--- src/sv/mkpq_pkg.sv ---
// Package for the min-key priority queue: word types, command codes and
// the command/status bundles between controller and datapath.
// No dependencies.
package mkpq_pkg;

  localparam int unsigned KEY_W = 16;
  localparam int unsigned PAY_W = 32;

  // Operation codes of the input word
  localparam logic CMD_INSERT = 1'b0;
  localparam logic CMD_REMOVE = 1'b1;

  typedef struct packed {
    logic             cmd;
    logic [KEY_W-1:0] key;
    logic [PAY_W-1:0] payload;
  } in_word_t;

  typedef struct packed {
    logic             status;
    logic [KEY_W-1:0] out_key;
    logic [PAY_W-1:0] out_payload;
    logic             now_empty;
  } out_word_t;

  // Controller -> datapath commands
  typedef struct packed {
    logic cap_en;    // capture the accepted input word
    logic ins_en;    // append captured entry unless full, set result
    logic fail_en;   // result is a failed remove
    logic idx_clr;   // start scan at entry 0
    logic rd_en;     // read entry at index, advance index
    logic cmp_en;    // returning read data feeds the minimum search
    logic pick_en;   // latch minimum as result, index to the slot after it
    logic sh_en;     // returning read data moves down one slot
    logic cnt_dec;   // one entry fewer
    logic out_load;  // load the output register
  } ctl_t;

  // Datapath -> controller status
  typedef struct packed {
    logic op_remove; // captured command is a remove
    logic cnt_zero;  // queue holds no entries
    logic rd_more;   // index below entry count
    logic rd_pend;   // a read returns data this cycle
    logic out_busy;  // output register holds a word not yet taken
  } sts_t;

endpackage

--- src/sv/mkpq_ram.sv ---
// Generic simple dual-port RAM: one write port, one read port with
// registered read data. No dependencies.
module mkpq_ram #(
  parameter int unsigned WIDTH = 8,
  parameter int unsigned DEPTH = 16
) (
  input  logic                     clk_i,
  input  logic                     we_i,
  input  logic [$clog2(DEPTH)-1:0] waddr_i,
  input  logic [WIDTH-1:0]         wdata_i,
  input  logic                     re_i,
  input  logic [$clog2(DEPTH)-1:0] raddr_i,
  output logic [WIDTH-1:0]         rdata_o
);

  logic [WIDTH-1:0] mem_q [DEPTH];
  logic [WIDTH-1:0] rdata_q;

  always_ff @(posedge clk_i) begin
    if (we_i) begin
      mem_q[waddr_i] <= wdata_i;
    end
    if (re_i) begin
      rdata_q <= mem_q[raddr_i];
    end
  end

  assign rdata_o = rdata_q;

endmodule

--- src/sv/mkpq_datapath.sv ---
// Datapath of the min-key priority queue: entry RAM, count, scan index,
// minimum tracking, result and output registers.
// Depends on mkpq_pkg and mkpq_ram.
module mkpq_datapath #(
  parameter int unsigned CAPACITY     = 16,
  parameter int unsigned PAYLOAD_BITS = 32
) (
  input  logic              clk_i,
  input  logic              rst_ni,
  input  mkpq_pkg::ctl_t    ctl_i,
  output mkpq_pkg::sts_t    sts_o,
  input  mkpq_pkg::in_word_t  in_word_i,
  output logic              out_valid_o,
  input  logic              out_ready_i,
  output mkpq_pkg::out_word_t out_word_o
);
  import mkpq_pkg::*;

  localparam int unsigned AW = $clog2(CAPACITY);
  localparam int unsigned CW = $clog2(CAPACITY + 1);
  localparam int unsigned PW = (PAYLOAD_BITS < PAY_W) ? PAYLOAD_BITS : PAY_W;
  localparam int unsigned EW = KEY_W + PW;

  in_word_t         cap_q;
  logic [CW-1:0]    cnt_q, idx_q;
  logic             rd_pend_q;
  logic [AW-1:0]    ridx_q, best_idx_q;
  logic [KEY_W-1:0] best_key_q, res_key_q;
  logic [PW-1:0]    best_pay_q, res_pay_q;
  logic             res_status_q;
  logic             out_valid_q;
  out_word_t        out_q;

  logic             full;
  logic             ram_we;
  logic [AW-1:0]    ram_waddr;
  logic [EW-1:0]    ram_wdata, ram_rdata;
  logic [KEY_W-1:0] rd_key;
  logic [PW-1:0]    rd_pay;
  logic             take_min;

  assign full   = (cnt_q == CW'(CAPACITY));
  assign rd_key = ram_rdata[EW-1:PW];
  assign rd_pay = ram_rdata[PW-1:0];

  // Write port: append on insert, move one slot down during compaction
  always_comb begin
    ram_we    = 1'b0;
    ram_waddr = cnt_q[AW-1:0];
    ram_wdata = {cap_q.key, cap_q.payload[PW-1:0]};
    if (ctl_i.ins_en) begin
      ram_we = !full;
    end else if (ctl_i.sh_en && rd_pend_q) begin
      ram_we    = 1'b1;
      ram_waddr = ridx_q - AW'(1);
      ram_wdata = ram_rdata;
    end
  end

  mkpq_ram #(
    .WIDTH (EW),
    .DEPTH (CAPACITY)
  ) u_ram (
    .clk_i   (clk_i),
    .we_i    (ram_we),
    .waddr_i (ram_waddr),
    .wdata_i (ram_wdata),
    .re_i    (ctl_i.rd_en),
    .raddr_i (idx_q[AW-1:0]),
    .rdata_o (ram_rdata)
  );

  // Strict less-than keeps the earliest entry on equal keys
  assign take_min = ctl_i.cmp_en && rd_pend_q &&
                    ((ridx_q == '0) || (rd_key < best_key_q));

  // Control registers
  always_ff @(posedge clk_i or negedge rst_ni) begin
    if (!rst_ni) begin
      cnt_q       <= '0;
      idx_q       <= '0;
      rd_pend_q   <= 1'b0;
      out_valid_q <= 1'b0;
    end else begin
      rd_pend_q <= ctl_i.rd_en;
      if (ctl_i.ins_en && !full) begin
        cnt_q <= cnt_q + CW'(1);
      end else if (ctl_i.cnt_dec) begin
        cnt_q <= cnt_q - CW'(1);
      end
      priority if (ctl_i.idx_clr) begin
        idx_q <= '0;
      end else if (ctl_i.pick_en) begin
        idx_q <= CW'(best_idx_q) + CW'(1);
      end else if (ctl_i.rd_en) begin
        idx_q <= idx_q + CW'(1);
      end
      if (ctl_i.out_load) begin
        out_valid_q <= 1'b1;
      end else if (out_ready_i) begin
        out_valid_q <= 1'b0;
      end
    end
  end

  // Payload registers
  always_ff @(posedge clk_i) begin
    if (ctl_i.cap_en) begin
      cap_q <= in_word_i;
    end
    if (ctl_i.rd_en) begin
      ridx_q <= idx_q[AW-1:0];
    end
    if (take_min) begin
      best_idx_q <= ridx_q;
      best_key_q <= rd_key;
      best_pay_q <= rd_pay;
    end
    priority if (ctl_i.ins_en) begin
      res_status_q <= !full;
      res_key_q    <= '0;
      res_pay_q    <= '0;
    end else if (ctl_i.fail_en) begin
      res_status_q <= 1'b0;
      res_key_q    <= '0;
      res_pay_q    <= '0;
    end else if (ctl_i.pick_en) begin
      res_status_q <= 1'b1;
      res_key_q    <= best_key_q;
      res_pay_q    <= best_pay_q;
    end
    if (ctl_i.out_load) begin
      out_q.status      <= res_status_q;
      out_q.out_key     <= res_key_q;
      out_q.out_payload <= PAY_W'(res_pay_q);
      out_q.now_empty   <= (cnt_q == '0);
    end
  end

  assign sts_o.op_remove = (cap_q.cmd == CMD_REMOVE);
  assign sts_o.cnt_zero  = (cnt_q == '0);
  assign sts_o.rd_more   = (idx_q != cnt_q);
  assign sts_o.rd_pend   = rd_pend_q;
  assign sts_o.out_busy  = out_valid_q && !out_ready_i;

  assign out_valid_o = out_valid_q;
  assign out_word_o  = out_q;

  // Checks
  a_cnt_bound : assert property (@(posedge clk_i) disable iff (!rst_ni)
    cnt_q <= CW'(CAPACITY))
    else $error("entry count above capacity");

  a_no_write_full : assert property (@(posedge clk_i) disable iff (!rst_ni)
    (ctl_i.ins_en && full) |=> (cnt_q == CW'(CAPACITY)))
    else $error("insert into full queue changed count");

  a_shift_in_range : assert property (@(posedge clk_i) disable iff (!rst_ni)
    (ctl_i.sh_en && rd_pend_q) |-> (ridx_q != '0) && (CW'(ridx_q) < cnt_q))
    else $error("compaction write outside held entries");

  a_out_no_overrun : assert property (@(posedge clk_i) disable iff (!rst_ni)
    ctl_i.out_load |-> !(out_valid_q && !out_ready_i))
    else $error("output word overwritten before taken");

endmodule

--- src/sv/mkpq_ctrl.sv ---
// Controller of the min-key priority queue: sequences insert, minimum scan
// and compaction. Depends on mkpq_pkg.
module mkpq_ctrl (
  input  logic           clk_i,
  input  logic           rst_ni,
  input  logic           in_valid_i,
  output logic           in_ready_o,
  input  mkpq_pkg::sts_t sts_i,
  output mkpq_pkg::ctl_t ctl_o
);
  import mkpq_pkg::*;

  typedef enum logic [5:0] {
    S_IDLE  = 6'b000001,
    S_EXEC  = 6'b000010,
    S_SCAN  = 6'b000100,
    S_PICK  = 6'b001000,
    S_SHIFT = 6'b010000,
    S_DONE  = 6'b100000
  } state_e;

  state_e state_q, state_d;

  // Next state and commands
  always_comb begin
    state_d    = state_q;
    ctl_o      = '0;
    in_ready_o = 1'b0;
    unique case (state_q)
      S_IDLE: begin
        in_ready_o   = 1'b1;
        ctl_o.cap_en = in_valid_i;
        if (in_valid_i) begin
          state_d = S_EXEC;
        end
      end
      S_EXEC: begin
        priority if (!sts_i.op_remove) begin
          ctl_o.ins_en = 1'b1;
          state_d      = S_DONE;
        end else if (sts_i.cnt_zero) begin
          ctl_o.fail_en = 1'b1;
          state_d       = S_DONE;
        end else begin
          ctl_o.idx_clr = 1'b1;
          state_d       = S_SCAN;
        end
      end
      S_SCAN: begin
        ctl_o.cmp_en = 1'b1;
        ctl_o.rd_en  = sts_i.rd_more;
        if (!sts_i.rd_more && !sts_i.rd_pend) begin
          state_d = S_PICK;
        end
      end
      S_PICK: begin
        ctl_o.pick_en = 1'b1;
        state_d       = S_SHIFT;
      end
      S_SHIFT: begin
        ctl_o.sh_en = 1'b1;
        ctl_o.rd_en = sts_i.rd_more;
        if (!sts_i.rd_more && !sts_i.rd_pend) begin
          ctl_o.cnt_dec = 1'b1;
          state_d       = S_DONE;
        end
      end
      S_DONE: begin
        if (!sts_i.out_busy) begin
          ctl_o.out_load = 1'b1;
          state_d        = S_IDLE;
        end
      end
      default: begin
        state_d = S_IDLE;
      end
    endcase
  end

  always_ff @(posedge clk_i or negedge rst_ni) begin
    if (!rst_ni) begin
      state_q <= S_IDLE;
    end else begin
      state_q <= state_d;
    end
  end

  // Checks
  a_scan_exits_clean : assert property (@(posedge clk_i) disable iff (!rst_ni)
    (state_q == S_PICK) |-> !sts_i.rd_pend)
    else $error("minimum latched with a read still in flight");

endmodule

--- src/sv/min_key_priority_queue.sv ---
// Top level of the min-key priority queue: controller plus datapath.
// Depends on mkpq_pkg, mkpq_ctrl, mkpq_datapath (and mkpq_ram below it).
//
// Usage:
//   in channel  (in_valid_i / in_ready_o / in_word_i): one command word,
//     cmd insert appends (key, payload), cmd remove takes the entry with the
//     smallest key, earliest inserted first on equal keys.
//   out channel (out_valid_o / out_ready_i / out_word_o): exactly one result
//     word per command, in command order: status, removed key and payload
//     (zero unless a remove succeeded), and whether the queue is now empty.
// Sequence: an insert or a failed remove goes from the execute state
// straight to the done state, which loads the result once the output
// register is free. A remove with n entries held goes through scan, pick
// and shift; the entry RAM has one read port and is read once per cycle,
// first over all n entries to find the minimum, then over the entries
// behind it to close the gap.
// A new command is accepted in the cycle after the result is loaded, never
// while one is still running.
// Reset empties the queue; the entry RAM is not cleared, since only slots
// below the entry count are ever read. When the receiver stalls, the result
// waits in the output register; the next command is still accepted and runs,
// and its result waits until the older word is taken.
module min_key_priority_queue #(
  parameter int unsigned CAPACITY     = 16,
  parameter int unsigned PAYLOAD_BITS = 32
) (
  input  logic                clk_i,
  input  logic                rst_ni,
  input  logic                in_valid_i,
  output logic                in_ready_o,
  input  mkpq_pkg::in_word_t  in_word_i,
  output logic                out_valid_o,
  input  logic                out_ready_i,
  output mkpq_pkg::out_word_t out_word_o
);
  import mkpq_pkg::*;

  ctl_t ctl;
  sts_t sts;

  mkpq_ctrl u_ctrl (
    .clk_i      (clk_i),
    .rst_ni     (rst_ni),
    .in_valid_i (in_valid_i),
    .in_ready_o (in_ready_o),
    .sts_i      (sts),
    .ctl_o      (ctl)
  );

  mkpq_datapath #(
    .CAPACITY     (CAPACITY),
    .PAYLOAD_BITS (PAYLOAD_BITS)
  ) u_datapath (
    .clk_i       (clk_i),
    .rst_ni      (rst_ni),
    .ctl_i       (ctl),
    .sts_o       (sts),
    .in_word_i   (in_word_i),
    .out_valid_o (out_valid_o),
    .out_ready_i (out_ready_i),
    .out_word_o  (out_word_o)
  );

endmodule
--- config.mk ---
export PLATFORM = sky130hd
export DESIGN_NAME = min_key_priority_queue
export DESIGN_NICKNAME = d
export VERILOG_FILES = /design/src/sv/mkpq_pkg.sv /design/src/sv/mkpq_ram.sv /design/src/sv/mkpq_datapath.sv /design/src/sv/mkpq_ctrl.sv /design/src/sv/min_key_priority_queue.sv
export SDC_FILE = /design/constraint.sdc
export NUM_CORES = 1
export LEC_CHECK = 0
export ABC_AREA = 0
export BUFFER_PORTS_ARGS = -buffer_cell sky130_fd_sc_hd__buf_2
export CORE_MARGIN = 3
export CORE_UTILIZATION = 25
export CTS_CLUSTER_SIZE = 14
export DETAILED_ROUTE_END_ITERATION = 12
export GPL_TIMING_DRIVEN = 0
export SLEW_MARGIN = 20
export SYNTH_ARGS = -nofsm -noshare
export SYNTH_HDL_FRONTEND = slang
export SYNTH_HIERARCHICAL = 1
export SYNTH_SLANG_ARGS = --single-unit
--- constraint.sdc ---
create_clock -name clk_i -period 7.1 [get_ports clk_i]
set_clock_uncertainty 0.1 [all_clocks]
set_input_delay 1.42 -clock clk_i [delete_from_list [all_inputs] [get_ports clk_i]]
set_output_delay 1.42 -clock clk_i [all_outputs]
set_load 0.01 [all_outputs]
Word level (Yosys, flattened, before mapping)
Memories as Yosys holds them, arrays and structs flattened. A register that Yosys moved wholly into a read port is not among the register bits.
Cells that the tools add are included.
{ "totals": {"regBits": 222, "mem_bits_rw": 768, "elab_cells": 97, "memories": 1, "out_inout_bits": 52, "inputBits": 53} }
{ "memory_table": {"columns": ["memory", "words", "word_bits", "rd", "rd_ports_with_merged_regs", "wr", "line", "rtl"], "rows": [
  ["u_datapath.u_ram.mem_q", 16, 48, 1, 1, 1, "mkpq_ram.sv:16", "logic [WIDTH-1:0] mem_q [DEPTH];"]
]} }
{ "classes": {"n_lt_le_gt_ge": 1, "n_mux": 39, "n_eq_ne": 12, "n_addsub": 5, "n_reduce_logical": 20} }
{ "op_table": {"columns": ["op", "n"], "rows": [
  ["48-bit 2-to-1 mux", 2],
  ["6-bit 2-to-1 mux", 6],
  ["6-bit one-hot mux with 6 select lines", 1],
  ["5-bit 2-to-1 mux", 5],
  ["1-bit 2-to-1 mux", 20],
  ["16-bit < comparator", 1],
  ["5-bit by 1-bit adder with 5-bit output, second input constant", 2],
  ["4-bit 2-to-1 mux", 2],
  ["6-bit by 1-bit equality test with 1-bit output, second input constant", 1],
  ["6-bit by 2-bit equality test with 1-bit output, second input constant", 1],
  ["6-bit by 3-bit equality test with 1-bit output, second input constant", 1],
  ["6-bit by 4-bit equality test with 1-bit output, second input constant", 1],
  ["6-bit by 5-bit equality test with 1-bit output, second input constant", 1],
  ["6-bit equality test, second input constant", 1],
  ["1-bit logical AND", 6],
  ["3-bit nonzero test", 2],
  ["4-bit by 1-bit adder with 5-bit output, second input constant", 1],
  ["5-bit equality test, second input constant", 1],
  ["5-bit logical NOT", 1],
  ["5-bit inequality test", 1],
  ["5-bit by 1-bit subtractor with 5-bit output, second input constant", 1],
  ["1-bit logical NOT", 4],
  ["4-bit logical NOT", 1],
  ["2-bit 2-to-1 mux", 2],
  ["8 further kinds", 12]
]} }

Longest topological paths before layout
{ "depth": {"depth_word": 10, "depth_mapped": 11, "depth_no_buf": 10} }

By module
The synthesis kept the hierarchy.
{ "by_module_without_submodules": {"columns": ["module", "cells_per_inst", "n_inst", "seq_area_each_um2", "area_each_um2"], "rows": [
  ["mkpq_ram", 1242, 1, 24503.5, 30171.4],
  ["mkpq_datapath", 521, 1, 5945.7, 8226.6],
  ["mkpq_ctrl", 47, 1, 151.4, 437.9]
]} }

Worst setup path after synthesis
Ideal clock, no wire load.
{ "synth_timing": {"path_kind": "register -> register", "startpoint": "register u_ctrl.state_q[2]", "endpoint": "memory u_datapath/u_ram/mem_q[0][0] (netlist bit), enable pin", "required_time_ns": 6.487, "stages_incl_launch_ff": 10, "slack_ns": 0.754, "arrival_ns": 5.733, "n_path_buf": 2, "setup_time_ns": 0.513, "cell_sequence": "dfrtp_1 > nor4_4 > nand3b_1 > nor2_1 > nand3b_1 > buf_2 > clkbuf_1 > o21ai_0 > or3b_2 > nor3_1"} }
{ "synth_rtl": {"columns": ["element", "line", "rtl"], "rows": [
  ["start, declared", "mkpq_ctrl.sv:22", "state_e state_q, state_d;"],
  ["start signal, assigned", "mkpq_ctrl.sv:84", "state_q <= state_d;"],
  ["end, declared", "mkpq_ram.sv:16", null]
]} }

==> metrics.md <==
| Metric | Value |
|---|---|
| Core region area | `154000 um2` |
| Post-synth EDFFs | `972` |
| Power density cells | `348 nW/um2` |
| Fillers | `14900` |
| DR DRC count | `0` |
| Final Routed Wirelength | `92000 um` |
| Crit path time final | `5.25 ns` |
| WL/cell | `21.9 um` |
| Final nets | `2156` |
| Sequential share of the synthesized area | `78.8%` |
| Seq cells post-synth | `1038` |
| H-tree levels | `3` |
| Routed Antenna Nets | `0` |
| Fmax | `191 MHz` |
| Most frequent cells after synthesis | `972 x edfxtp_1, 192 x mux4_2, 97 x a22oi_1` |
| Post-CTS Resized | `0` |
| Synth Net Count | `1885` |
| Rel. slew slack | `21.5%` |
| Die area | `160000 um2` |
| DR vias | `18500` |
| Status | `completed` |
| Worst setup path end | `u_datapath/u_ram/mem_q[0][24]$_DFFE_PP_` |
| Worst reg2reg setup slack | `1.85 ns` |
| Synth top area share | `75.2%` |
| Drt first pass iters | `5` |
| R2R depth | `12` |
| Worst VDD drop | `196 uV` |
| CTS clock-pin slew for the worst setup and hold paths | `0.07 ns` |
| All-Layer GR Usage | `11.5%` |
| Main area contributors after synthesis | `edfxtp_1 75%, mux4_2 11%, dfxtp_1 2.5%` |
| First-pass GRT wire length | `134000 um` |
| Unrepaired setup endpoints after global routing | `no` |
| Reg2reg start | `u_ctrl/state_q[2]$_DFFE_PN0P_` |
| Initial antenna violation count | `5` |
| Worst Path Arrival | `5.52 ns` |
| Worst slew pin tran | `1.18 ns` |
| Syn avg cell area | `21.5 um2` |
| Detailed placer's ending HPWL | `62100 um` |
| CTS Buffer Depth | `3` |
| Clock root buffer | `clkbuf_16` |
| Area Overhead vs Synth | `19.5%` |
| Total power | `16200 uW` |
| Cell variety after synth | `53` |
| DR iter-0 viols | `1500` |
| Worst-path maximum fanout | `10` |
| Fin util | `30.1%` |
| Fin crit share | `73.9%` |
| Final setup fails | `0` |
| Placer Congestion | `0.703` |
| Clock sink total | `1038` |
| WS Path Type | `flop to flop` |
| Crit path launch | `u_ctrl/state_q[2]$_DFFE_PN0P_` |
| Async set-reset flop share out of synthesis | `1.73%` |
| Port Buffers | `104` |
| Total gr overflow | `0` |
| Layout cell share with drive strength beyond 1 | `28.8%` |
| Cell Area, Synth | `38800 um2` |
| CTS tree | `done` |
| Hold crit path type | `flop to flop` |
| Vias in the first global route | `19200` |
| Max-Cap Viols | `0` |
| CP required | `7.37 ns` |
| Crit. End Element | `flop` |
| Cells after synthesis | `1810` |
| Initial cell density of the core | `25.2%` |
| Vert. Die Dim | `400 um` |
| Pin count of the biggest net entering global routing | `30` |
| TritonCTS Buffers | `96` |
| Worst r2r dst | `u_datapath/u_ram/mem_q[0][24]$_DFFE_PP_` |
| Post-DR vias/cell | `4.39` |
| Cell with the most instances after synthesis | `edfxtp_1` |
| Setup TNS | `0 ns` |
| Syn. warnings | `6` |
| Leakage | `0.0146 uW` |
| Slew Viols, Final | `0` |
| Skew-Pair Late Insertion Delay | `0.69 ns` |
| Most used DFF post-synth | `edfxtp_1` |
| Fin. Hold Viols | `0` |
| I/O pin cnt | `105` |
| Die X-Extent | `400 um` |
| Post-CTS Setup Inserts | `0` |
| Setup crit start kind | `flop` |
| Yosys top cell by area | `edfxtp_1` |
| # rows | `144` |
| Post-CTS Hold Buffers | `0` |
-- where the power goes --
group | switching, uW | internal (uW) | total (uW)
registers | 195 | 7390 | 7580
clock network | 2230 | 2950 | 5180
logic | 1980 | 1420 | 3400
-- layer usage --
layer  vias up  track usage, %  share of wire [%]
li1       7983               -                  -
met1      9830            15.1                 43
met2       519            19.4                 50
met3       136            1.86                4.8
met4         0            3.78                2.5
met5         -               0                  0
-- cell type report --
type | count | area (um2) | share of cell area (%)
Clock buffer | 136 | 2650 | 5.72
Timing Repair Buffer | 173 | 1700 | 3.66
Clock inverter | 41 | 504 | 1.09
Sequential cell | 1038 | 30600 | 66.0
Multi-Input combinational cell | 662 | 7870 | 17.0
Tap cell | 2044 | 2560 | 5.51
Inverter | 24 | 90.1 | 0.194
Antenna cell | 2 | 5.00 | 0.0108
Buffer | 86 | 415 | 0.895
-- metrics by stage --
step / instances / setup slack (ns) / cell area (um2) / hold slack, ns
floorplan: 1810 / 0.754 / 38800 / 0.300
global placement: 3958 / -4.26 / 41900 / 0.315
detailed placement: 4027 / 1.90 / 43200 / 0.319
CTS: 4204 / 1.88 / 46400 / 0.331
global route: 4204 / 1.62 / 46400 / 0.341
finish: 4206 / 1.85 / 46400 / 0.327
-- worst min path at each step --
stage                                          end                             startpoint  depth (start not counted)  slack (ns)
2_1_floorplan  u_datapath/out_word_o[49]$_DFFE_PP_      u_datapath/res_status_q$_DFFE_PP_                          0        0.30
3_3_place_gp   u_datapath/out_word_o[20]$_DFFE_PP_  u_datapath/res_pay_q[19]$_SDFFE_PP0P_                          0        0.32
6_report       u_datapath/out_word_o[13]$_DFFE_PP_  u_datapath/res_pay_q[12]$_SDFFE_PP0P_                          0        0.33
3_5_place_dp   u_datapath/out_word_o[35]$_DFFE_PP_   u_datapath/res_key_q[2]$_SDFFE_PP0P_                          0        0.32
5_1_grt         u_datapath/out_word_o[4]$_DFFE_PP_   u_datapath/res_pay_q[3]$_SDFFE_PP0P_                          0        0.34
4_1_cts        u_datapath/out_word_o[13]$_DFFE_PP_  u_datapath/res_pay_q[12]$_SDFFE_PP0P_                          0        0.33
-- state kept, by name, summed over array words and instances (netlist names) --
signal                    cells
u_datapath/sts_o              1
u_datapath/res_key_q         16
u_ctrl/state_q                6
u_datapath/idx_q              5
u_datapath/cap_q             48
u_datapath/u_ram/rdata_o     48
u_datapath/u_ram/mem_q      768
u_datapath/cnt_q              5
u_datapath/ridx_q             4
u_datapath/best_idx_q         4
u_datapath/best_key_q        16
u_datapath/out_valid_o        1
u_datapath/rd_pend_q          1
u_datapath/best_pay_q        32
u_datapath/res_status_q       1
u_datapath/out_word_o        50
u_datapath/res_pay_q         32
-- critical path, cell delays in order, from the launching register on --
cell,delay [ns]
dfrtp_1,0.48
nor4_4,0.35
nand3b_1,0.15
nor2_1,0.31
nand3b_1,0.44
buf_2,0.44
clkbuf_1,0.34
o21ai_0,0.24
or3b_2,0.64
nor3_2,0.67
buf_4,0.34
buf_4,0.23
buf_4,0.21
-- logic make-up (layout without fill, tap and decap cells) --
| kind of cell | after synthesis | in the layout | share of synthesized area (%) |
|---|---|---|---|
| buffers and inverters | 110 | 460 | 1.30 |
| adders and majority gates | 22 | 22 | 0.728 |
| xor gates and xnor gates | 18 | 18 | 0.406 |
| DFF | 1038 | 1038 | 78.8 |
| other | 0 | 2 | 0 |
| and+or+nand+nor | 194 | 194 | 2.35 |
| AOI/OAI and AO/OA | 136 | 136 | 2.53 |
| muxes | 292 | 292 | 13.9 |
-- layout by cell type (no fill, tap or decap), drive strengths merged, types with 4 or more instances in the layout --
cell type,synthesis,final
clkinvlp,0,4
clkinv,1,27
buf,52,225
edfxtp,972,972
nor2,72,72
a22oi,97,97
mux2,52,52
ha,21,21
dfrtp,17,17
mux4,192,192
nand3,7,7
nor4,5,5
nand2b,4,4
clkbuf,34,170
mux2i,48,48
nand3b,9,9
inv,23,25
nor3,7,7
xor2,8,8
bufinv,0,9
o21ai,16,16
nand2,68,68
dfxtp,48,48
xnor2,10,10
a21oi,10,10
No activity file was read; power rests on OpenSTA's default activity.
